**src/rtl/core/rwc_pkg.sv**
```systemverilog
`timescale 1ns / 1ps
// Shared types and constants for the rolling window checksum core.
// Depends on nothing; the cell modules and the top level import it.
package rwc_pkg;

    localparam int DATA_W     = 8;
    localparam int SUM_W      = 16;
    localparam int CFG_W      = 13;
    localparam int APB_ADDR_W = 3;
    localparam int APB_DATA_W = 32;

    localparam logic [SUM_W-1:0] BYTE_BIAS        = 16'd31;
    localparam logic [CFG_W-1:0] WINDOW_LEN_RESET = 13'd1024;

    // Register index, taken from the word address bit of paddr.
    localparam logic [0:0] REG_WINDOW_LEN = 1'b0;

    // Handed from the window cell to the drop cell.
    typedef struct packed {
        logic [DATA_W-1:0] old_byte;
        logic [DATA_W-1:0] new_byte;
        logic              roll;
        logic              restart;
        logic              full;
    } t_win_item;

    // Handed from the drop cell to the sum cell.
    typedef struct packed {
        logic [SUM_W-1:0] d_low;
        logic [SUM_W-1:0] d_high;
        logic             restart;
        logic             full;
    } t_sum_item;

endpackage

```
**src/rtl/core/rwc_drop_cell.sv**
```systemverilog
`timescale 1ns / 1ps
// Second cell: forms the low-sum step and the high-sum correction
// -len * (oldest + 31). Depends on rwc_pkg.
module rwc_drop_cell #(
    parameter int WINDOW_DEPTH = 4096
) (
    input  logic                                i_clk,
    input  logic                                i_rst_n,
    input  logic [$clog2(WINDOW_DEPTH + 1)-1:0] i_len,
    input  logic                                i_valid,
    output logic                                o_ready,
    input  rwc_pkg::t_win_item                  i_item,
    output logic                                o_valid,
    input  logic                                i_ready,
    output rwc_pkg::t_sum_item                  o_item
);
    import rwc_pkg::*;

    logic             r_valid;
    logic             w_take;
    logic [SUM_W-1:0] w_len16, w_old16, w_new16, w_old_off, w_drop;
    t_sum_item        r_item, n_item;

    assign o_ready = !r_valid || i_ready;
    assign w_take  = i_valid && o_ready;

    // The length only matters modulo 2^16, as the sums wrap there.
    assign w_len16   = SUM_W'(i_len);
    assign w_old16   = {{(SUM_W - DATA_W){i_item.old_byte[DATA_W-1]}}, i_item.old_byte};
    assign w_new16   = {{(SUM_W - DATA_W){i_item.new_byte[DATA_W-1]}}, i_item.new_byte};
    assign w_old_off = w_old16 + BYTE_BIAS;
    assign w_drop    = w_len16 * w_old_off;

    always_comb begin
        n_item.restart = i_item.restart;
        n_item.full    = i_item.full;
        if (i_item.roll) begin
            n_item.d_low  = w_new16 - w_old16;
            n_item.d_high = '0 - w_drop;
        end else begin
            n_item.d_low  = w_new16 + BYTE_BIAS;
            n_item.d_high = '0;
        end
    end

    always_ff @(posedge i_clk) begin
        if (!i_rst_n) begin
            r_valid <= 1'b0;
        end else if (o_ready) begin
            r_valid <= i_valid;
        end
    end

    always_ff @(posedge i_clk) begin
        if (w_take) begin
            r_item <= n_item;
        end
    end

    assign o_valid = r_valid;
    assign o_item  = r_item;

endmodule

```
**config.mk**
```make
export PLATFORM = sky130hd
export DESIGN_NAME = rwc_drop_cell
export DESIGN_NICKNAME = d
export VERILOG_FILES = /design/src/rtl/core/rwc_pkg.sv /design/src/rtl/core/rwc_drop_cell.sv
export SDC_FILE = /design/constraint.sdc
export NUM_CORES = 1
export LEC_CHECK = 0
export BUFFER_PORTS_ARGS = -buffer_cell sky130_fd_sc_hd__buf_2
export CAP_MARGIN = 20
export CORE_MARGIN = 1.5
export CORE_UTILIZATION = 59
export CTS_BUF_LIST = sky130_fd_sc_hd__clkbuf_16
export CTS_CLUSTER_DIAMETER = 60
export DETAILED_ROUTE_END_ITERATION = 10
export PLACE_DENSITY = 0.82
export SYNTH_ARGS = -nofsm -noshare
export SYNTH_HDL_FRONTEND = slang
export SYNTH_SLANG_ARGS = --single-unit
```
**constraint.sdc**
```tcl
create_clock -name i_clk -period 9.2 [get_ports i_clk]
set_input_delay 1.38 -clock i_clk [delete_from_list [all_inputs] [get_ports i_clk]]
set_output_delay 1.38 -clock i_clk [all_outputs]
set_load 0.05 [all_outputs]
```
==> flow_summary.toml <==
[route]
routed_wl_mm = 10.5
vias = 3620
wl_per_cell_um = 15.7
remaining_drc_errors = 0
drtIter0Drc = 200
vias_per_cell = 5.40
firstDrtPassIters = 4
ant_nets = 0

[pwr]
p_comb_share_pct = 83.5
power_uw = 1980
swShare_pct = 49.5
powerDensity_mw_per_mm2 = 373
ir_drop_v = 0.000146
p_leak_uw = 0.00262
p_int_uw = 999
seqPwrFrac_pct = 11.6
p_switching_uw = 978
p_clk_share_pct = 4.9

[critical_path]
end_kind = "flop"
start_kind = "input pin"
cp_max_fo = 14
cp-startpoint = "i_item[11]"
cp_num_buf_inv = 4
crit_path_frequent_cell = "fa_1"
crit_path_end = "o_item[17]$_SDFFCE_PN0P_"
path_delay_family = "adder cells"
cp_slowest_cell = "fa_1"
r2r_start = "o_valid$_SDFFE_PN0N_"
r2r_end = "o_item[6]$_SDFFCE_PN0P_"
r2r_setup_slack_ns = 7.87
crit_required_ns = 9.22
worst-path-stages = 21
crit_type = "in2reg"
worstRegToRegCells = 3
crit_arrival_ns = 7.45
critPathMaxStageDelay_ns = 0.60
crit_chain = "buf_2 > inv_1 > ha_1 > nor4b_1 > nand2b_1 > xnor2_1 > nand2_1 > fa_1 > fa_1 > fa_1 > fa_1 > inv_1 > fa_1 > inv_1 > ha_1 > nand2_1 > o31ai_1 > nand3_1 > o21ai_0 > xor2_1 > and2_1"

[layout]
antenna_cells = 0
nNetsFinal = 728
area_growth_pct = 10.6
drive_above_1_share_pct = 14.3
stdcell_count = 670

[timing]
worst_pin_slew_ns = 0.898
slew_headroom_pct = 39.9
slew_violations = 0
finalSetupViolations = 0
rsz0062_at_grt = "no"
setup_slack_ns = 1.76
min_period_ns = 7.44
fmax_mhz = 134
finalCritPeriodShare_pct = 80.8
hold_viol = 0
fin_skew_ns = 0.00187
fin_tns_setup_ns = 0

[synth]
synth-seq-area-share_pct = 17.3
postSynthCellCount = 507
yosys-top-cells-area = "fa_1, edfxtp_1, ha_1"
synth_top_area_share_pct = 27.6
yosys-top-cells-count = "inv_1, fa_1, ha_1"
synth_cell_types = 43
yosysWarnings = 0
syn_area_per_cell_um2 = 9.46
yosys.area.top_type = "fa_1"
synth-edff-count = 27
synth.most_common_cell = "inv_1"
synth-async-reset-ratio_pct = 0
ys_ff_latch = 28
syn_area_mm2 = 0.00480
syn_nets = 666
synth_flop_cell = "edfxtp_1"

[global_routing]
grt_pass1_wl_mm = 18.0
grt_use_total_pct = 26.6
use_met3_pct = 3.09
grtUsageMet1_pct = 34.3
grt_pass1_vias = 3875
grt-ovfl-total = 0
grt_most_used_layer = "met2"
grt_antenna_before_repair = 0
grtUsageMet2_pct = 47.2
grt_max_degree = 28

[die]
num_io_pins = 72
chipWidth_um = 93.2
initial_core_util_pct = 61.4
die_y_um = 93.2
core_area_mm2 = 0.00781
rows = 32
die-area_mm2 = 0.00868

[clock_network]
clk_pin_slew_ns = 0.06
cts_repair_resize_count = 0
cts_hold_buf = 0
cts_tree = "done"
postCtsSetupBuffers = 0
insertion_delay_ns = 0.26
cts_buffer_depth = 2
cts_buffers = 3
cts-htree-levels = 1
cts_sinks = 28
clockRootBuffer = "clkbuf_16"

[place]
place_ws_ns = 1.46
gp_congestion = 0.907
io_buffers = 71
dp_cells = 665
dp_hpwl_mm = 8.74

[hold_path]
min_path_type = "reg2reg"
hp-start = "o_valid$_SDFFE_PN0N_"

[job]
drv_cap = 0

[status]
status = "finished clean"
## per-stage QoR
step	instance area, um2	utilization (%)	hold WS, ns
after global placement	5200	66.6	0.501
final	5300	67.9	0.562
after global routing	5300	67.9	0.626
after CTS	5280	67.6	0.534
after detailed placement	5200	66.6	0.529
after floorplan	4800	-	1.15
## metal layers
metal / up-vias / wire length, um
met1: 1767 / 4520
li1: 1681 / -
met4: 0 / 203
met5: - / 0
met3: 24 / 657
met2: 148 / 5160
## flip-flops by register name (all words and copies together), names as in the netlist
signal	count
o_item	27
o_valid	1
## layout make-up
cell class	count	area, um2
clock buffer	3	75.1
inverter	109	409
multi-input combinational	355	3470
clock inverter	1	3.75
sequential	28	831
timing repair buffer	72	383
tap	102	128
fill	626	2500
## kinds of logic after synthesis
kind of cell             share of synthesized area (%)
XOR/XNOR                                          5.32
flip-flops                                        17.3
AND/OR/NAND/NOR                                   18.8
adder cells (fa/ha/maj)                           42.6
buffers and inverters                             10.3
AO/OA/AOI/OAI                                     5.51
multiplexers                                     0.209
## power groups by stage
stage	Clock (uW)	Sequential (uW)	Combinational [uW]
after floorplan	0	355	1210
after global placement	0	232	1580
after detailed placement	0	234	1650
after CTS	96.5	231	1660
after global routing	100	233	1890
final	96.2	230	1650
## worst reg2reg max path, delay by kind of cell (launching register included)
kind,cells,cell delay (ns)
DFF,1,0.31
buffers and inverters,1,0.22
and+or+nand+nor,2,0.50
## placed cells by master (no fill, tap or decap), types with 3 or more instances in the layout
master,instances
xnor2_1,15
nor2b_1,25
a21oi_1,8
edfxtp_1,27
ha_1,57
nand2_1,42
nand3_1,3
buf_2,71
xor2_1,9
clkbuf_16,3
inv_1,110
nor2_1,15
nor3b_1,3
or3_1,3
nand2b_1,12
a21boi_0,5
o21ai_0,14
a21o_1,4
fa_1,66
and2_1,47
## worst min-delay path by stage
stage,slack [ns],to,cells past startpoint
2_1_floorplan,1.15,o_valid$_SDFFE_PN0N_,2
3_3_place_gp,0.50,o_valid$_SDFFE_PN0N_,2
3_5_place_dp,0.53,o_valid$_SDFFE_PN0N_,2
4_1_cts,0.53,o_valid$_SDFFE_PN0N_,2
5_1_grt,0.63,o_valid$_SDFFE_PN0N_,2
6_report,0.56,o_valid$_SDFFE_PN0N_,2
Power figures use the tool's default switching activity.
