## src/rtl/core/rwc_pkg.sv

```systemverilog
`timescale 1ns / 1ps
// Shared types and constants for the rolling window checksum core.
// Depends on nothing; the cell modules and the top level import it.
package rwc_pkg;

    localparam int DATA_W     = 8;
    localparam int SUM_W      = 16;
    localparam int CFG_W      = 13;
    localparam int APB_ADDR_W = 3;
    localparam int APB_DATA_W = 32;

    localparam logic [SUM_W-1:0] BYTE_BIAS        = 16'd31;
    localparam logic [CFG_W-1:0] WINDOW_LEN_RESET = 13'd1024;

    // Register index, taken from the word address bit of paddr.
    localparam logic [0:0] REG_WINDOW_LEN = 1'b0;

    // Handed from the window cell to the drop cell.
    typedef struct packed {
        logic [DATA_W-1:0] old_byte;
        logic [DATA_W-1:0] new_byte;
        logic              roll;
        logic              restart;
        logic              full;
    } t_win_item;

    // Handed from the drop cell to the sum cell.
    typedef struct packed {
        logic [SUM_W-1:0] d_low;
        logic [SUM_W-1:0] d_high;
        logic             restart;
        logic             full;
    } t_sum_item;

endpackage

```

## src/rtl/core/rwc_sum_cell.sv

```systemverilog
`timescale 1ns / 1ps
// Last cell: holds the low and high sums and the output register.
// Depends on rwc_pkg.
module rwc_sum_cell (
    input  logic                       i_clk,
    input  logic                       i_rst_n,
    input  logic                       i_clear,
    input  logic                       i_valid,
    output logic                       o_ready,
    input  rwc_pkg::t_sum_item         i_item,
    output logic                       o_valid,
    input  logic                       i_ready,
    output logic [2*rwc_pkg::SUM_W-1:0] o_checksum,
    output logic                       o_full
);
    import rwc_pkg::*;

    logic               r_valid;
    logic               w_take;
    logic [SUM_W-1:0]   r_low, r_high, w_low, w_high;
    logic [2*SUM_W-1:0] r_checksum;
    logic               r_full;

    assign o_ready = !r_valid || i_ready;
    assign w_take  = i_valid && o_ready;

    assign w_low  = (i_item.restart ? '0 : r_low) + i_item.d_low;
    assign w_high = (i_item.restart ? '0 : r_high) + w_low + i_item.d_high;

    always_ff @(posedge i_clk) begin
        if (!i_rst_n) begin
            r_valid <= 1'b0;
            r_low   <= '0;
            r_high  <= '0;
        end else begin
            if (o_ready) begin
                r_valid <= i_valid;
            end
            if (i_clear) begin
                r_low  <= '0;
                r_high <= '0;
            end else if (w_take) begin
                r_low  <= w_low;
                r_high <= w_high;
            end
        end
    end

    always_ff @(posedge i_clk) begin
        if (w_take) begin
            r_checksum <= {w_high, w_low};
            r_full     <= i_item.full;
        end
    end

    assign o_valid    = r_valid;
    assign o_checksum = r_checksum;
    assign o_full     = r_full;

endmodule

```

## config.mk

```make
export PLATFORM = sky130hd
export DESIGN_NAME = rwc_sum_cell
export DESIGN_NICKNAME = d
export VERILOG_FILES = /design/src/rtl/core/rwc_pkg.sv /design/src/rtl/core/rwc_sum_cell.sv
export SDC_FILE = /design/constraint.sdc
export NUM_CORES = 1
export LEC_CHECK = 0
export BUFFER_PORTS_ARGS = -buffer_cell sky130_fd_sc_hd__buf_2
export CAP_MARGIN = 15
export CORE_ASPECT_RATIO = 1.4
export CORE_MARGIN = 2
export CORE_UTILIZATION = 63
export CTS_BUF_LIST = sky130_fd_sc_hd__clkbuf_2 sky130_fd_sc_hd__clkbuf_4 sky130_fd_sc_hd__clkbuf_8
export DETAILED_ROUTE_END_ITERATION = 7
export GPL_ROUTABILITY_DRIVEN = 0
export PLACE_DENSITY = 0.88
export SLEW_MARGIN = 20
export SYNTH_ARGS = -nofsm -noshare
export SYNTH_HDL_FRONTEND = slang
export SYNTH_SLANG_ARGS = --single-unit
```

## constraint.sdc

```tcl
create_clock -name i_clk -period 9.8 [get_ports i_clk]
set_clock_uncertainty 0.15 [all_clocks]
set_input_delay 0.49 -clock i_clk [delete_from_list [all_inputs] [get_ports i_clk]]
set_output_delay 0.49 -clock i_clk [all_outputs]
set_load 0.05 [all_outputs]
```

==> run metrics <==
Switching Fraction 37.6%; layout cells sized above 1 19.5%; initial core utilization 65.1%; WP data required 9750 ps; Ant. Diodes 0; # port buffers 73; Row Count 35; Max Freq 197 MHz; hold depth 1; fin crit share 51.8%; CP Capture Type flip-flop; NetSw 0.343 mW; routed len/inst 15.9 um; Synth Flop Type edfxtp_1; syn_area_per_cell 9.40 um2; drt drc 0; final setup fails 0; hold crit path type in2reg; overall power 0.913 mW; Final Hold Violating Endpoints 0; full die area 7480 um2; die width 73.7 um; Final min period 5070 ps; PostCTS Resize Cnt 0; core region area 6570 um2; Reg power frac 37.5%; FILL cells 481; Post-CTS Setup Repair Bufs 0; cells along the critical path buf_2 > nor2b_1 > ha_1 > fa_1 > a21o_1 > a21oi_1 > o21bai_1 > a21oi_1 > xor2_1 > fa_1 > inv_1 > ha_1 > a2111oi_0 > o21ai_1 > a41o_1 > a21oi_2 > o21bai_1 > xor2_1; Worst EP arrival 5020 ps; vias per cell 5.73; internal power 0.570 mW; RSZ-0062 raised after global routing false; largest net degree at the start of global routing 45; via count 3479; Seq cells post-synth 66; Synth Net Count 540; CP Class in2reg; Total Wirelength 9640 um; global-route wire length before repair 15900 um; Final TNS setup 0 ps; PwrDens 187 nW/um2; vias in the first global route 3579; Worst-Skew Late Latency 350 ps; Synth Instances 455; Max VDD drop 0.110 mV; Clock Path Buffers 2; Die Ht 102 um; cell taking the most area after synthesis edfxtp_1; crit path max fanout 32; synth top area cells edfxtp_1 (23%), dfxtp_1 (15%), ha_1 (8.5%); TritonCTS clock tree yes; asr flop ratio synth 0%; worst slew pin tran 794 ps; Overflow after GRT 0; EDFF count, synth 33; top cell type's share of synthesized area 23.2%; area grow syn2layout 14.3%; Seq/Total Area, Yosys 38.6%; Synth Warn # 0; GRT Util Overall 27.8%; final slew viol count 0; slowest stage delay, CP 470 ps; hold_buf cts 0; library cells used by synthesis 50; Worst setup SP type input port; Ports 74; CTS Buf Count 9; outcome finished clean; MaxCap Viol Count 0; drt first pass iters 4; P_leak 2.31 nW; Initial DRC Count 176; Slew headroom 46.9%; H-Tree Depth 3; post-route ant nets 0; Detailed Place HPWL 7010 um; logic gate share of total power 37.3%; Slowest cell on crit path fa_1; Sink Count 66; post-synthesis cell area 4280 um2; initial antenna violation count 0; Root Buffer clkbuf_8; final net count 613; clock share of power 25.2%; FF-to-FF path depth 17; clock slew at reported path FFs 70 ps
## sequential cells by signal, indices dropped and copies added (netlist names)
signal	flops
r_high	16
o_checksum	32
o_full	1
r_low	16
o_valid	1
## placed cells by master, fill, tap and decap left out, types with 8 or more instances in the layout
cell / n
buf_2: 73
edfxtp_1: 33
nand2b_1: 21
nor2b_1: 21
xnor2_1: 21
a21o_1: 11
o21ai_0: 16
nor2_1: 18
fa_1: 17
nand2_1: 44
inv_1: 62
clkbuf_8: 9
ha_1: 29
dfxtp_1: 33
a211oi_1: 8
xor2_1: 10
nand3_1: 9
a21oi_1: 36
## worst max-delay path, delay by kind of cell
kind,cells,cell delay (ps)
xor+xnor,2,460
fa+ha+maj,4,1410
compound gates,9,2000
simple gates,1,120
buf+inv,2,530
## routing by layer
layer  up-vias  GRT usage, %  wire length, um  part of all wire, %
met4         0          13.7              234                  2.4
met3        22          3.48              339                  3.5
met2       103          51.6             5310                   55
met1      1669          30.4             3750                   39
met5         -             0                0                    0
li1       1685             -                -                    -
## cells by family (layout without fill, tap and decap cells)
family	count (synthesis)	count (layout)	share of synthesized area, %
mux	3	3	0.789
simple gates	129	129	15.1
compound gates	102	102	15.6
buf+inv	78	156	7.05
flops	66	66	38.6
xor+xnor	31	31	6.35
fa+ha+maj	46	46	16.4
## layout make-up
type | instances | area, um2 | share of cell area (%)
clock buffer | 13 | 154 | 3.15
clock inverter | 3 | 40.0 | 0.818
inverter | 64 | 240 | 4.91
multi-input combinational | 311 | 2330 | 47.5
sequential | 66 | 1650 | 33.8
tap | 74 | 92.6 | 1.89
timing repair buffer | 76 | 388 | 7.93
## synthesized netlist by cell type (2+ instances only)
| cell | count |
|---|---|
| nor2b_1 | 21 |
| a21o_1 | 11 |
| nand4_1 | 4 |
| nand2_1 | 44 |
| fa_1 | 17 |
| inv_1 | 62 |
| nand3b_1 | 3 |
| nor3_1 | 2 |
| edfxtp_1 | 33 |
| buf_1 | 2 |
| dfxtp_1 | 33 |
| nor3b_1 | 2 |
| xnor2_1 | 21 |
| ha_1 | 29 |
| a21boi_0 | 3 |
| mux2i_1 | 2 |
| a21oi_2 | 2 |
| nor2_1 | 18 |
| a21oi_1 | 36 |
| a211oi_1 | 8 |
| o21a_1 | 4 |
| nand3_1 | 9 |
| o21ai_1 | 2 |
| clkbuf_1 | 10 |
| nand2b_1 | 21 |
| a211oi_2 | 3 |
| o21ai_0 | 16 |
| o2bb2ai_1 | 2 |
| a31oi_1 | 2 |
| o21bai_1 | 3 |
| xor2_1 | 10 |
| and3_1 | 2 |
## power by group through the flow
stage / sequential [mW] / combinational (mW) / clock [mW]
finish: 0.343 / 0.340 / 0.230
global route: 0.345 / 0.366 / 0.242
CTS: 0.342 / 0.337 / 0.232
detailed placement: 0.348 / 0.334 / 0
global placement: 0.347 / 0.321 / 0
floorplan: 0.429 / 0.178 / 0
## per-stage QoR
stage	instance area, um2	util (%)	setup WS, ps	instances	hold WS [ps]
after global routing	4890	74.5	4390	607	162
after CTS	4890	74.5	4780	607	161
final	4890	74.5	4730	607	165
after global placement	4700	71.5	4600	591	284
after floorplan	4280	-	5090	455	277
after detailed placement	4700	71.5	4430	591	293
## worst paths after layout
path	startpoint	endpoint	slack, ps
max	i_item[1]	o_checksum[30]$_DFFE_PP_	4730
min	i_item[0]	o_full$_DFFE_PP_	170
max reg2reg	r_low[0]$_SDFFE_PP0P_	o_checksum[30]$_DFFE_PP_	5020
min reg2reg	r_high[0]$_SDFFE_PP0P_	r_high[0]$_SDFFE_PP0P_	310
Note: power is estimated with default switching activity, not from simulation.
